[src/hw/rtl/sfcp_pkg.sv]
// Shared types, constants and the CRC-16/MODBUS byte update for the frame packer.
package sfcp_pkg;

   localparam int unsigned NUM_CHANNELS = 4;
   localparam int unsigned DATA_BYTES   = 8;
   localparam int unsigned FRAME_BYTES  = 10;
   localparam int unsigned IDX_W        = $clog2(FRAME_BYTES);

   localparam logic [15:0] CRC_INIT = 16'hFFFF;
   localparam logic [15:0] CRC_POLY = 16'hA001;

   // Byte positions of the CRC trailer within a frame
   localparam logic [IDX_W-1:0] IDX_CRC_LO = IDX_W'(DATA_BYTES);
   localparam logic [IDX_W-1:0] IDX_CRC_HI = IDX_W'(FRAME_BYTES - 1);

   // Four channel samples, channel_a in slot 0
   typedef logic [NUM_CHANNELS-1:0][15:0] sample_type;

   // Queue head as seen by the back end
   typedef struct packed {
      logic       valid;
      sample_type data;
   } queue_head_type;

   // One reflected CRC-16 update over a byte, LSB first
   function automatic logic [15:0] crc_update(input logic [15:0] crc, input logic [7:0] data);
      logic [15:0] c;
      c = crc ^ {8'h00, data};
      for (int i = 0; i < 8; i++) begin
         if (c[0]) begin
            c = (c >> 1) ^ CRC_POLY;
         end else begin
            c = c >> 1;
         end
      end
      return c;
   endfunction

endpackage

[src/hw/rtl/sfcp_front.sv]
// Front end: accepts sample transactions and holds them in a short queue.
module sfcp_front #(
   parameter int unsigned DEPTH = 2
) (
   input  logic                    clock,
   input  logic                    reset,
   input  logic                    req_valid,
   output logic                    req_stall,
   input  sfcp_pkg::sample_type    req_sample,
   output sfcp_pkg::queue_head_type head,
   input  logic                    head_take
);

   localparam int unsigned PTR_W = $clog2(DEPTH) + 1;

   sfcp_pkg::sample_type store_ff [DEPTH];

   logic [PTR_W-1:0] wr_ptr_ff, wr_ptr_in;
   logic [PTR_W-1:0] rd_ptr_ff, rd_ptr_in;
   logic [PTR_W-1:0] fill;
   logic             push;
   logic             pop;

   assign fill      = wr_ptr_ff - rd_ptr_ff;
   assign req_stall = (fill == PTR_W'(DEPTH));
   assign push      = req_valid && !req_stall;
   assign pop       = head_take && head.valid;

   assign head.valid = (fill != '0);
   assign head.data  = store_ff[rd_ptr_ff[PTR_W-2:0]];

   assign wr_ptr_in = push ? wr_ptr_ff + PTR_W'(1) : wr_ptr_ff;
   assign rd_ptr_in = pop  ? rd_ptr_ff + PTR_W'(1) : rd_ptr_ff;

   always_ff @(posedge clock) begin
      if (reset) begin
         wr_ptr_ff <= '0;
         rd_ptr_ff <= '0;
      end else begin
         wr_ptr_ff <= wr_ptr_in;
         rd_ptr_ff <= rd_ptr_in;
      end
   end

   always_ff @(posedge clock) begin
      if (push) begin
         store_ff[wr_ptr_ff[PTR_W-2:0]] <= req_sample;
      end
   end

   a_fill_bound : assert property (@(posedge clock) disable iff (reset)
      fill <= PTR_W'(DEPTH))
      else $error("queue fill beyond depth");

   a_pop_nonempty : assert property (@(posedge clock) disable iff (reset)
      head_take |-> head.valid)
      else $error("take from empty queue");

endmodule

[src/hw/rtl/sfcp_back.sv]
// Back end: serialises one queued transaction into a ten-byte frame with CRC trailer.
module sfcp_back (
   input  logic                     clock,
   input  logic                     reset,
   input  sfcp_pkg::queue_head_type head,
   output logic                     head_take,
   output logic                     rsp_valid,
   input  logic                     rsp_stall,
   output logic [7:0]               rsp_frame_byte,
   output logic                     rsp_frame_end
);

   logic                         busy_ff, busy_in;
   logic [sfcp_pkg::IDX_W-1:0]   idx_ff, idx_in;
   logic [15:0]                  crc_ff, crc_in;
   sfcp_pkg::sample_type         smp_ff;
   logic [15:0]                  cur_word;
   logic                         accept;
   logic                         last;
   logic                         load;

   assign cur_word = smp_ff[idx_ff[2:1]];

   always_comb begin
      if (idx_ff == sfcp_pkg::IDX_CRC_HI) begin
         rsp_frame_byte = crc_ff[15:8];
      end else if (idx_ff == sfcp_pkg::IDX_CRC_LO) begin
         rsp_frame_byte = crc_ff[7:0];
      end else begin
         rsp_frame_byte = idx_ff[0] ? cur_word[15:8] : cur_word[7:0];
      end
   end

   assign rsp_valid     = busy_ff;
   assign last          = (idx_ff == sfcp_pkg::IDX_CRC_HI);
   assign rsp_frame_end = last;
   assign accept        = rsp_valid && !rsp_stall;
   assign load          = head.valid && (!busy_ff || (accept && last));
   assign head_take     = load;

   always_comb begin
      busy_in = busy_ff;
      idx_in  = idx_ff;
      crc_in  = crc_ff;
      if (load) begin
         busy_in = 1'b1;
         idx_in  = '0;
         crc_in  = sfcp_pkg::CRC_INIT;
      end else if (accept) begin
         if (last) begin
            busy_in = 1'b0;
         end else begin
            idx_in = idx_ff + sfcp_pkg::IDX_W'(1);
            // fold each data byte into the CRC as it leaves
            if (idx_ff < sfcp_pkg::IDX_CRC_LO) begin
               crc_in = sfcp_pkg::crc_update(crc_ff, rsp_frame_byte);
            end
         end
      end
   end

   always_ff @(posedge clock) begin
      if (reset) begin
         busy_ff <= 1'b0;
         idx_ff  <= '0;
      end else begin
         busy_ff <= busy_in;
         idx_ff  <= idx_in;
      end
   end

   always_ff @(posedge clock) begin
      crc_ff <= crc_in;
      if (load) begin
         smp_ff <= head.data;
      end
   end

   a_take_when_free : assert property (@(posedge clock) disable iff (reset)
      head_take |-> (!busy_ff || (accept && last)))
      else $error("queue taken while a frame is in flight");

   a_crc_seeded : assert property (@(posedge clock) disable iff (reset)
      load |=> (crc_ff == sfcp_pkg::CRC_INIT && idx_ff == '0 && busy_ff))
      else $error("frame start not seeded");

   a_idx_step : assert property (@(posedge clock) disable iff (reset)
      (accept && !last) |=> (idx_ff == $past(idx_ff) + sfcp_pkg::IDX_W'(1)))
      else $error("byte index did not advance");

   a_idx_range : assert property (@(posedge clock) disable iff (reset)
      busy_ff |-> (idx_ff <= sfcp_pkg::IDX_CRC_HI))
      else $error("byte index out of frame");

endmodule

[src/hw/rtl/scope_frame_crc16_packer.sv]
// Top level of the four-channel scope frame packer with CRC-16/MODBUS trailer.
//
// Each request transaction carries four 16-bit two's-complement samples and
// produces ten response transactions, one byte each: channel_a low then high
// byte, likewise channel_b, channel_c and channel_d, then the CRC low byte and
// the CRC high byte, with rsp_frame_end set on the last. The CRC is
// CRC-16/MODBUS (reflected polynomial 0xA001, seed 0xFFFF, no final XOR) over
// the eight data bytes; it is folded in one byte per cycle while rsp_stall is
// low, as each data byte is handed over, so the trailer is ready as soon as
// the data bytes are gone. A front end takes requests into a queue of
// QUEUE_DEPTH entries (a power of two, at least 2) and stalls only when that
// queue is full; a back end pulls one entry at a time and emits its frame at
// one byte per cycle while rsp_stall is low. It loads the next queued entry as
// the last byte of a frame is taken, so frames abut when one is waiting. A
// request is written into the queue and, when the back end is free, loaded
// into the back end's sample register, from which the first byte of its frame
// is offered. Response stall only holds the back end; requests keep being
// taken until the queue fills. Nothing is kept between frames.
module scope_frame_crc16_packer #(
   parameter int unsigned QUEUE_DEPTH = 2
) (
   input  logic               clock,
   input  logic               reset,
   input  logic               req_valid,
   output logic               req_stall,
   input  logic signed [15:0] req_channel_a,
   input  logic signed [15:0] req_channel_b,
   input  logic signed [15:0] req_channel_c,
   input  logic signed [15:0] req_channel_d,
   output logic               rsp_valid,
   input  logic               rsp_stall,
   output logic [7:0]         rsp_frame_byte,
   output logic               rsp_frame_end
);

   sfcp_pkg::sample_type     req_sample;
   sfcp_pkg::queue_head_type head;
   logic                     head_take;

   // Pack the samples as raw 16-bit patterns, channel_a in slot 0
   assign req_sample = {req_channel_d, req_channel_c, req_channel_b, req_channel_a};

   sfcp_front #(
      .DEPTH (QUEUE_DEPTH)
   ) u_front (
      .clock      (clock),
      .reset      (reset),
      .req_valid  (req_valid),
      .req_stall  (req_stall),
      .req_sample (req_sample),
      .head       (head),
      .head_take  (head_take)
   );

   // Hold each frame until the consumer drains it; advance one byte per accept
   sfcp_back u_back (
      .clock          (clock),
      .reset          (reset),
      .head           (head),
      .head_take      (head_take),
      .rsp_valid      (rsp_valid),
      .rsp_stall      (rsp_stall),
      .rsp_frame_byte (rsp_frame_byte),
      .rsp_frame_end  (rsp_frame_end)
   );

endmodule

[config.mk]
export PLATFORM = sky130hd
export DESIGN_NAME = scope_frame_crc16_packer
export DESIGN_NICKNAME = d
export VERILOG_FILES = /design/src/hw/rtl/sfcp_pkg.sv /design/src/hw/rtl/sfcp_front.sv /design/src/hw/rtl/sfcp_back.sv /design/src/hw/rtl/scope_frame_crc16_packer.sv
export SDC_FILE = /design/constraint.sdc
export NUM_CORES = 1
export LEC_CHECK = 0
export ABC_AREA = 1
export BUFFER_PORTS_ARGS = -buffer_cell sky130_fd_sc_hd__clkbuf_2
export CAP_MARGIN = 10
export CORE_MARGIN = 2
export CORE_UTILIZATION = 50
export CTS_CLUSTER_DIAMETER = 40
export CTS_CLUSTER_SIZE = 12
export DETAILED_ROUTE_END_ITERATION = 10
export GPL_ROUTABILITY_DRIVEN = 0
export PLACE_DENSITY_LB_ADDON = 0.2
export SLEW_MARGIN = 20
export SYNTH_ARGS = -nofsm -noshare
export SYNTH_HDL_FRONTEND = slang
export SYNTH_SLANG_ARGS = --single-unit
export TNS_END_PERCENT = 100
[constraint.sdc]
create_clock -name clock -period 3.7 [get_ports clock]
set_clock_uncertainty 0.15 [all_clocks]
set_input_delay 0 -clock clock [delete_from_list [all_inputs] [get_ports clock]]
set_output_delay 0 -clock clock [all_outputs]
set_load 0.01 [all_outputs]
==> results.cfg, run 1 <==
[finish]
area_delta_synth_final_pct = 23.9
fin_util_pct = 63.8
layout.cells.non_filler = 1249
fill_cells = 1332
nets = 1079
drive_gt1_share_pct = 14.0
fin_area_mm2 = 0.0111
n_antenna_cell = 0

[yosys]
syn_avg_cell_area_um2 = 10.5
yosysTopAreaCellShare_pct = 64.3
synth-edff-count = 192
ys_ff_latch = 217
synth_fp_nets = 924
syn_area_mm2 = 0.00897
synth_cells = 854
ys.flop_type = edfxtp_1
ys.warnings.count = 0
synthArstFlopShare_pct = 0
yosys-top-cells-count = nand2_1, edfxtp_1, inv_1, nand3_1, dfxtp_1
synth_top_cell_by_area = edfxtp_1
synth.area.top_cells = edfxtp_1, nand2_1, dfxtp_1, inv_1, nand3_1
synth-seq-area-share_pct = 69.8
synth_most_common_cell = nand2_1
yosysUniqueCellTypes = 30

[setup_path]
ff2ff_setup_slack_ns = 0.84
crit_top_cell = nand2_1
crit_type = flop to flop
r2r_cells = 17
start_kind = flop
cp_slowest_cell = inv_2
path_max_fanout = 29
cp_data_required_time_ns = 3.96
cp_cell_sequence = inv_2, ha_1, nand3_2, clkinv_1, nand2_1, nand2_1, nand2_1, nand2_1, nand2_1, nand3_1, nand2_1, nand2_1, nand3_1, nand2_1, nand2_1, nand3_1, nand2_1
end_kind = flop
r2r-start = u_back.idx_ff[1]$_SDFFE_PP0P_
r2r-end = u_back.crc_ff[0]$_SDFFE_PP1P_
critPathBufInv = 2
critPathTopFamily = simple AND/OR/NAND/NOR gates
crit_arrival_ns = 3.12
critical-path-max-stage-delay_ns = 0.35

[run_status]
status = finished clean

[clock_tree]
cts_root_buffer = clkbuf_16
path_clk_slew_ns = 0.06
numCtsBuffers = 26
cts_tree = built
ctsLongestPathBuffers = 3
clock_sinks = 217
cts_resized = 0
cts_setup_buffers = 0
htreeDepth = 1
clock_latency_ns = 0.54

[pwr]
power_per_cell_area_mw_per_mm2 = 802
irDropWorstVdd_mv = 0.512
power_mw = 8.91
power.leakage_nw = 4.89

[floorplan]
rows = 48
die_h_um = 138
core-area_mm2 = 0.0174
start_util_pct = 51.5
ios = 79
die_w_um = 138
die_area_mm2 = 0.0190

[sta]
fin_crit_ns = 2.86
fmax_ghz = 0.350
maxSlewViolCount = 0
setup_viol = 0
period_share_pct = 77.2
hold_viol = 0
whs_ns = 0.0399
timing.setup.tns_ns = 0
tightest_slew_ns = 0.763
setup_ws_ns = 0.842
rsz0062_at_grt = no
slew_headroom_pct = 49.2

[routing]
final_antenna_net_count = 0
drt_iter0_markers = 401
drtPass1Iterations = 8
via_count = 6198
wl_um = 18400
drc = 0
avgRoutedWirePerCell_um = 14.7
vias_per_cell = 4.96

[run]
maxCapViolations = 0

[global_route]
grt_pass1_vias = 5753
antenna_found_initial = 0
grt-ovfl-total = 0
grt_util_all_layers_pct = 19.8
grt_pass1_wl_um = 28700
grt_start_max_net_pins = 68

[placed_design]
dpl.cell_count = 1138
place_area_mm2 = 0.00961
hpwlAfterDp_um = 11500
dp_slack_ns = 0.882
portBuffers = 78

[worst_hold_path]
min_path_cells = 2
min_to = u_front.store_ff[0][48]$_DFFE_PP_
hold_path.class = primary input to flop
worstHoldStart = req_channel_d[0]
==> placed cells by master (no fill, tap or decap), types with 5 or more instances in the layout <==
cell / Yosys / routed
nand3_2: 5 / 5
nand4_1: 7 / 7
buf_4: 5 / 10
dlygate4sd3_1: 0 / 68
clkinv_1: 3 / 6
clkbuf_2: 0 / 78
o21ai_0: 16 / 16
nand2_1: 374 / 374
o211ai_1: 13 / 13
edfxtp_1: 192 / 192
clkbuf_16: 0 / 26
nor2_1: 19 / 18
inv_1: 81 / 78
nand3_1: 48 / 48
a21oi_1: 15 / 15
dfxtp_1: 25 / 24
inv_2: 4 / 7
==> worst register-to-register path: cells and delay by family, from the launching register on <==
kind | cells | cell delay, ns
DFF | 1 | 0.32
buffers and inverters | 2 | 0.63
adders and majority gates | 1 | 0.25
and+or+nand+nor | 14 | 1.38
==> routing by layer <==
layer	wire [um]	GRT usage, %	vias up
met3	893	3.44	39
met5	0	0	-
met2	8920	33.7	150
li1	-	-	3125
met4	533	6.24	0
met1	8040	26.1	2884
==> sequential cells by signal, summed over array words and instances, names as in the netlist <==
name and flops:
u_back.crc_ff 16, u_front.store_ff 128, u_back.idx_ff 4, u_front.wr_ptr_ff 2, u_back.smp_ff 64, u_back.rsp_valid 1, u_front.rd_ptr_ff 2
==> where the power goes <==
part | internal (mW) | switching, mW
Combinational | 0.807 | 1.84
Clock | 1.44 | 0.949
Sequential | 3.62 | 0.263
==> worst max path at each step <==
stage | slack [ns] | end | cells after the start | startpoint
after floorplan | 0.30 | u_front.rd_ptr_ff[1]$_SDFFE_PP0P_ | 11 | u_back.idx_ff[1]$_SDFFE_PP0P_
after global placement | 0.99 | u_back.crc_ff[0]$_SDFFE_PP1P_ | 17 | u_back.idx_ff[2]$_SDFFE_PP0P_
after detailed placement | 0.88 | u_back.crc_ff[0]$_SDFFE_PP1P_ | 17 | u_back.idx_ff[1]$_SDFFE_PP0P_
after CTS | 0.84 | u_back.crc_ff[0]$_SDFFE_PP1P_ | 17 | u_back.idx_ff[1]$_SDFFE_PP0P_
after global routing | 0.55 | u_back.crc_ff[0]$_SDFFE_PP1P_ | 17 | u_back.idx_ff[1]$_SDFFE_PP0P_
final | 0.84 | u_back.crc_ff[0]$_SDFFE_PP1P_ | 17 | u_back.idx_ff[1]$_SDFFE_PP0P_
==> cells by family (layout without fill, tap and decap cells) <==
family	count (synthesis)	after routing	synth area share, %
adder cells (fa/ha/maj)	2	2	0.279
AND/OR/NAND/NOR	462	462	20.9
XOR/XNOR	3	3	0.293
buffers and inverters	119	289	5.44
flip-flops	217	217	69.8
AO/OA/AOI/OAI	51	51	3.29
==> final cells by class <==
class	instances	area [um2]	share of cell area [%]
Sequential cell	217	6270	56.4
Multi-Input combinational cell	518	2220	20.0
Clock inverter	13	158	1.42
Inverter	88	330	2.97
Tap cell	225	282	2.53
Timing Repair Buffer	158	1190	10.7
Clock buffer	30	666	5.99
==> timing repair <==
action                     4_1_cts  5_1_grt
hold endpoints to repair       138        0
hold buffers                    68        0
setup endpoints to repair        0        0
No activity file was read; power rests on OpenSTA's default activity.
==> inputs of run 2 (changes only) <==
- ABC_AREA: 1 -> 0
- clock period: 3.7 -> 2.4 ns (I/O delays scaled with it)
==> run 2 against run 1 <==
Net effect:
- the run now ends with negative hold slack, negative setup slack left
- synthesized cell count down 44%
- critical path depth decreased by 8
- wire length decreased by 9.8%
- via count fell by 23%
- clock power grew 61%
- global-route usage is 0.71 points lower
- sequential share of layout area shrank 1.2 points
- sequential cell count unchanged
- largest cell class unchanged
==> results.cfg, run 2 <==
[global_route]
use_met1_pct = 26.8
met3_usage_pct = 3.06
grt_busiest_layer = met2
grt_pass1_wl_um = 26500
grt-ovfl-total = 0
grtUsageMet2_pct = 31.1
grt_util_all_layers_pct = 19.1
grt_start_max_net_pins = 66
antenna_found_initial = 0
grt_pass1_vias = 5071

[yosys]
synth_cells = 478
yosysUniqueCellTypes = 40
syn_area_mm2 = 0.00848
ys_ff_latch = 217
syn_avg_cell_area_um2 = 17.7
yosysTopAreaCellShare_pct = 68.0
yosys-top-cells-count = edfxtp_1, mux2_2, nand2_1, dfxtp_1, nor2_1
synth_top_cell_by_area = edfxtp_1
synth.area.top_cells = edfxtp_1, mux2_2, dfxtp_1, mux4_2, xnor2_1
synth_fp_nets = 548
synth-edff-count = 192
synthArstFlopShare_pct = 0
ys.warnings.count = 0
synth_most_common_cell = edfxtp_1
ys.flop_type = edfxtp_1
synth-seq-area-share_pct = 73.9

[routing]
drtPass1Iterations = 4
final_antenna_net_count = 0
drt_iter0_markers = 313
wl_um = 16600
drc = 0
avgRoutedWirePerCell_um = 17.9
vias_per_cell = 5.15
via_count = 4782

[floorplan]
die_h_um = 134
die_w_um = 134
ios = 79
die_area_mm2 = 0.0180
core-area_mm2 = 0.0166
rows = 47
start_util_pct = 51.1

[finish]
fin_area_mm2 = 0.0114
area_delta_synth_final_pct = 34.1
final_common_cell = edfxtp_1
drive_gt1_share_pct = 42.5
nets = 760
n_antenna_cell = 0
fin_util_pct = 68.5
largest_reg_flops = 128
final_cell_mix = edfxtp_1, clkbuf_2, mux2_2, dlygate4sd3_1, buf_4
fill_cells = 1093

[sta]
rsz0062_at_grt = yes
hold_viol = 6
whs_ns = -0.00968
setup_viol = 6
slew_headroom_pct = 47.5
fin_crit_ns = 2.87
timing.setup.tns_ns = -1.48
period_share_pct = 120
tightest_slew_ns = 0.788
maxSlewViolCount = 0
setup_ws_ns = -0.475
fmax_ghz = 0.348

[setup_path]
critPathBufInv = 1
start_kind = flop
end_kind = flop
critical-path-max-stage-delay_ns = 0.51
crit_type = flop to flop
crit_top_cell = xnor2_2
cp_slowest_cell = mux4_2
critPathTopFamily = XOR/XNOR gates
cp_cell_sequence = buf_12, mux4_2, a22oi_2, a31oi_4, xnor2_2, xnor2_2, xor3_2, xor2_1, a22oi_1
cp_data_required_time_ns = 2.69
crit_arrival_ns = 3.17
path_max_fanout = 6

[pwr]
irDropWorstVdd_mv = 0.927
power_mw = 14.8
power.leakage_nw = 4.19
power_per_cell_area_mw_per_mm2 = 1300

[clock_tree]
path_clk_slew_ns = 0.06
numCtsBuffers = 26
cts_tree = built
clock_sinks = 217
ctsLongestPathBuffers = 3
clock_latency_ns = 0.53
htreeDepth = 1
cts_root_buffer = clkbuf_16

[placed_design]
portBuffers = 78
place_area_mm2 = 0.00963
hpwlAfterDp_um = 10300

[worst_hold_path]
hold_path.class = primary input to flop

[run]
maxCapViolations = 0

[run_status]
violations = negative hold slack, negative setup slack
status = finished with violations
[run 2: cell count changes after synthesis, moves of 11 or more]
cell / delta
inv_1: -76
nand2_1: -346
mux4_2: +13
a21oi_1: -11
nand3_1: -38
xnor2_1: +13
mux2_2: +67
[run 2: worst min-delay path, stage by stage]
cell      delay, ns
clkbuf_2       0.09
nand2_1        0.13
nor2_4         0.07
buf_12         0.17
[run 2: final cells by class]
cell class / instances / area [um2] / share of cell area, %
flip-flops and latches: 217 / 6270 / 55.2
multi-input cells: 235 / 2290 / 20.2
repair buffers: 205 / 1640 / 14.4
clock buffers: 36 / 718 / 6.32
well taps: 220 / 275 / 2.42
clock inverters: 11 / 145 / 1.28
inverters: 5 / 22.5 / 0.198
[run 2: kinds of logic (layout without fill, tap and decap cells)]
kind of cell	after synthesis	in the layout	share of synthesized area, %
DFF	217	217	73.9
and+or+nand+nor	85	85	4.86
muxes	80	80	12.4
AOI/OAI and AO/OA	39	39	3.25
xor gates and xnor gates	29	29	3.91
buffers and inverters	26	257	1.40
adders and majority gates	2	2	0.295
[run 2: repair_timing]
action | in CTS | in global routing
pin swaps | 6 | 7
hold buffers | 67 | 0
cloned | 0 | 1
gates resized for setup | 6 | 22
endpoints found under the setup margin | 9 | 12
hold endpoints to repair | 152 | 0
buffers inserted | 5 | 3
[run 2: per-layer routing]
| layer | routed length, um | vias to the layer above |
|---|---|---|
| met2 | 8080 | 112 |
| met3 | 679 | 38 |
| met5 | 0 | - |
| met4 | 461 | 0 |
| met1 | 7370 | 2373 |
| li1 | - | 2259 |
[run 2: path summary, 6_finish.rpt]
check                                               startpoint                                to  slack (ns)  cells after the start
worst max register to register   u_back.idx_ff[1]$_SDFFE_PP0P_    u_back.crc_ff[15]$_SDFFE_PP1P_       -0.47                      9
worst min-delay path                                 req_valid  u_front.store_ff[0][7]$_DFFE_PP_       -0.01                      4
worst max-delay path             u_back.idx_ff[1]$_SDFFE_PP0P_    u_back.crc_ff[15]$_SDFFE_PP1P_       -0.47                      9
worst min register to register  u_back.crc_ff[10]$_SDFFE_PP1P_     u_back.crc_ff[2]$_SDFFE_PP1P_        0.36                      2
[run 2: stage by stage]
| stage | setup slack [ns] | cells | hold slack, ns |
|---|---|---|---|
| floorplan | -0.864 | 478 | -0.0850 |
| global placement | -0.480 | 809 | 0.0379 |
| detailed placement | -0.538 | 809 | 0.0425 |
| CTS | -0.465 | 928 | 0.00112 |
| global route | -0.577 | 929 | 0.0188 |
| finish | -0.475 | 929 | -0.00968 |
[run 2: where the power goes]
part / internal (mW) / switching (mW) / leakage [nW]
Sequential: 5.46 / 0.410 / 2.01
Clock: 2.33 / 1.49 / 0.418
Combinational: 2.74 / 2.35 / 1.76
Total: 10.5 / 4.25 / 4.19
==> inputs of run 3 (changes only) <==
- CTS_BUF_LIST: not set -> sky130_fd_sc_hd__clkbuf_2
- MAX_ROUTING_LAYER: not set -> met4
- PLACE_DENSITY: not set -> 0.72
- PLACE_DENSITY_LB_ADDON: 0.2 -> not set
==> run 3 against run 2 <==
Net effect:
- the flow finishes with violations (negative setup slack)
- power shrank 8.6%
- sequential power about the same
- count of clock-buffer cells in the layout down 1
- first-iteration DRC count is 19% higher
- core utilization is 1.6 points higher
- die area stayed put
- sequential cell count did not move
- register-to-register slack about the same
- largest cell class unchanged
==> results.cfg, run 3 (same netlist as run 2, synthesis figures left out) <==
[run_status]
status = finished with violations
violations = negative setup slack

[pwr]
internal_power_mw = 9.28
swShare_pct = 31.3
combPwrFrac_pct = 40.2
power_per_cell_area_mw_per_mm2 = 1160
irDropWorstVdd_mv = 1.17
p_seq_share_pct = 43.4
p_switching_mw = 4.23
clockPowerShare_pct = 16.4
power.leakage_nw = 4.33

[placed_design]
dpl.cell_count = 813
dp_slack_ns = -0.581
hpwlAfterDp_um = 10800
portBuffers = 78

[floorplan]
ios = 79
start_util_pct = 51.1
rows = 47
die_h_um = 134
die_w_um = 134
die_area_mm2 = 0.0180
core-area_mm2 = 0.0166

[routing]
drc = 0
wl_um = 17700
via_count = 5076
drtPass1Iterations = 4
avgRoutedWirePerCell_um = 17.6
vias_per_cell = 5.04
drt_iter0_markers = 374
final_antenna_net_count = 0

[worst_hold_path]
min_to = u_back.idx_ff[2]$_SDFFE_PP0P_
hold_path.class = primary input to flop
min_path_cells = 6
worstHoldStart = rsp_stall

[global_route]
grt_pass1_vias = 5261
grt_util_all_layers_pct = 20.7
grt-ovfl-total = 0
antenna_found_initial = 0
grt_pass1_wl_um = 27900
grt_start_max_net_pins = 67

[sta]
fin_crit_ns = 2.87
rsz0062_at_grt = yes
hold_viol = 0
maxSlewViolCount = 0
slew_headroom_pct = 38.0
fmax_ghz = 0.348
setup_ws_ns = -0.473
tightest_slew_ns = 0.931
setup_viol = 12
period_share_pct = 120

[finish]
largest_reg_flops = 128
layout.cells.non_filler = 1008
area_delta_synth_final_pct = 37.3
drive_gt1_share_pct = 40.2
fin_util_pct = 70.2
final_cell_mix = edfxtp_1, dlygate4sd3_1, clkbuf_2
fill_cells = 1093
final_common_cell = edfxtp_1
n_antenna_cell = 0
nets = 837

[run]
maxCapViolations = 0

[setup_path]
ff2ff_setup_slack_ns = -0.47
crit_arrival_ns = 3.48
end_kind = flop
cp_data_required_time_ns = 3.00
path_max_fanout = 5
r2r-start = u_back.idx_ff[1]$_SDFFE_PP0P_
start_kind = flop
r2r_cells = 9
crit_type = flop to flop
r2r-end = u_back.crc_ff[0]$_SDFFE_PP1P_

[clock_tree]
clock_latency_ns = 0.88
clock_sinks = 217
cts_tree = built
htreeDepth = 1
ctsLongestPathBuffers = 3
path_clk_slew_ns = 0.18
numCtsBuffers = 28
cts_root_buffer = clkbuf_2
[run 3: cell count changes in the layout (fill, tap and decap cells not counted), sizes merged]
cell         delta
buf             +9
bufinv          +2
clkbuf          -3
clkinvlp        +3
dlygate4sd3    +68
[run 3: worst max-delay path by stage]
stage                     depth (start not counted)                     startpoint  slack, ns                            end
after global routing                              9  u_back.idx_ff[1]$_SDFFE_PP0P_      -0.56  u_back.crc_ff[0]$_SDFFE_PP1P_
after floorplan                                  14  u_back.idx_ff[1]$_SDFFE_PP0P_      -0.86  u_back.crc_ff[0]$_SDFFE_PP1P_
after CTS                                         9  u_back.idx_ff[1]$_SDFFE_PP0P_      -0.48  u_back.crc_ff[0]$_SDFFE_PP1P_
after detailed placement                          9  u_back.idx_ff[1]$_SDFFE_PP0P_      -0.58  u_back.crc_ff[0]$_SDFFE_PP1P_
final                                             9  u_back.idx_ff[1]$_SDFFE_PP0P_      -0.47  u_back.crc_ff[0]$_SDFFE_PP1P_
after global placement                            9  u_back.idx_ff[1]$_SDFFE_PP0P_      -0.51  u_back.crc_ff[0]$_SDFFE_PP1P_
[run 3: repair_timing]
item                                    CTS  global route
hold endpoints to repair                345             0
hold buffers                            135             0
resized for setup                        19            11
endpoints found under the setup margin   13            18
setup buffers                             7             4
pin swaps                                12             2
[run 3: routing by layer]
layer	share of wire, %	vias up	global-route usage, %
li1	-	2421	-
met3	3.4	34	2.87
met4	2.5	0	5.44
met5	0	-	-
met2	51	121	34.6
met1	43	2500	27.0
[run 3: through the flow]
step | cell area (um2) | TNS (ns) | hold WS (ns) | total power, mW
after floorplan | 8600 | -47.77 | -0.0850 | 8.91
after global placement | 9680 | -1.43 | 0.0390 | 10.5
after detailed placement | 9680 | -1.65 | 0.0422 | 10.7
after CTS | 11600 | -3.35 | 0.0741 | 13.3
after global routing | 11600 | -4.72 | 0.135 | 14.1
final | 11600 | -3.58 | 0.0811 | 13.5
[run 3: layout make-up]
cell class	count	area [um2]	share of cell area [%]
clock inverter	16	203	1.74
sequential	217	6270	53.9
multi-input combinational	235	2310	19.8
clock buffer	35	175	1.51
inverter	5	22.5	0.194
timing repair buffer	280	2380	20.5
tap	220	275	2.37
[run 3: worst max-delay path: stages, from the launching register on]
cell and delay, ns:
dfxtp_4 0.42, buf_6 0.12, mux4_2 0.53, a22oi_2 0.23
a31oi_4 0.14, xnor2_2 0.19, xnor2_2 0.20, xor3_2 0.50
xor3_1 0.21, o21ai_1 0.14
[run 3: power groups by stage]
stage	clock, mW	sequential [mW]	combinational [mW]
6_report	2.22	5.86	5.43
5_1_grt	2.39	5.94	5.80
4_1_cts	2.23	5.85	5.24
3_5_place_dp	0	5.93	4.78
3_3_place_gp	0	5.88	4.66
2_1_floorplan	0	5.77	3.13
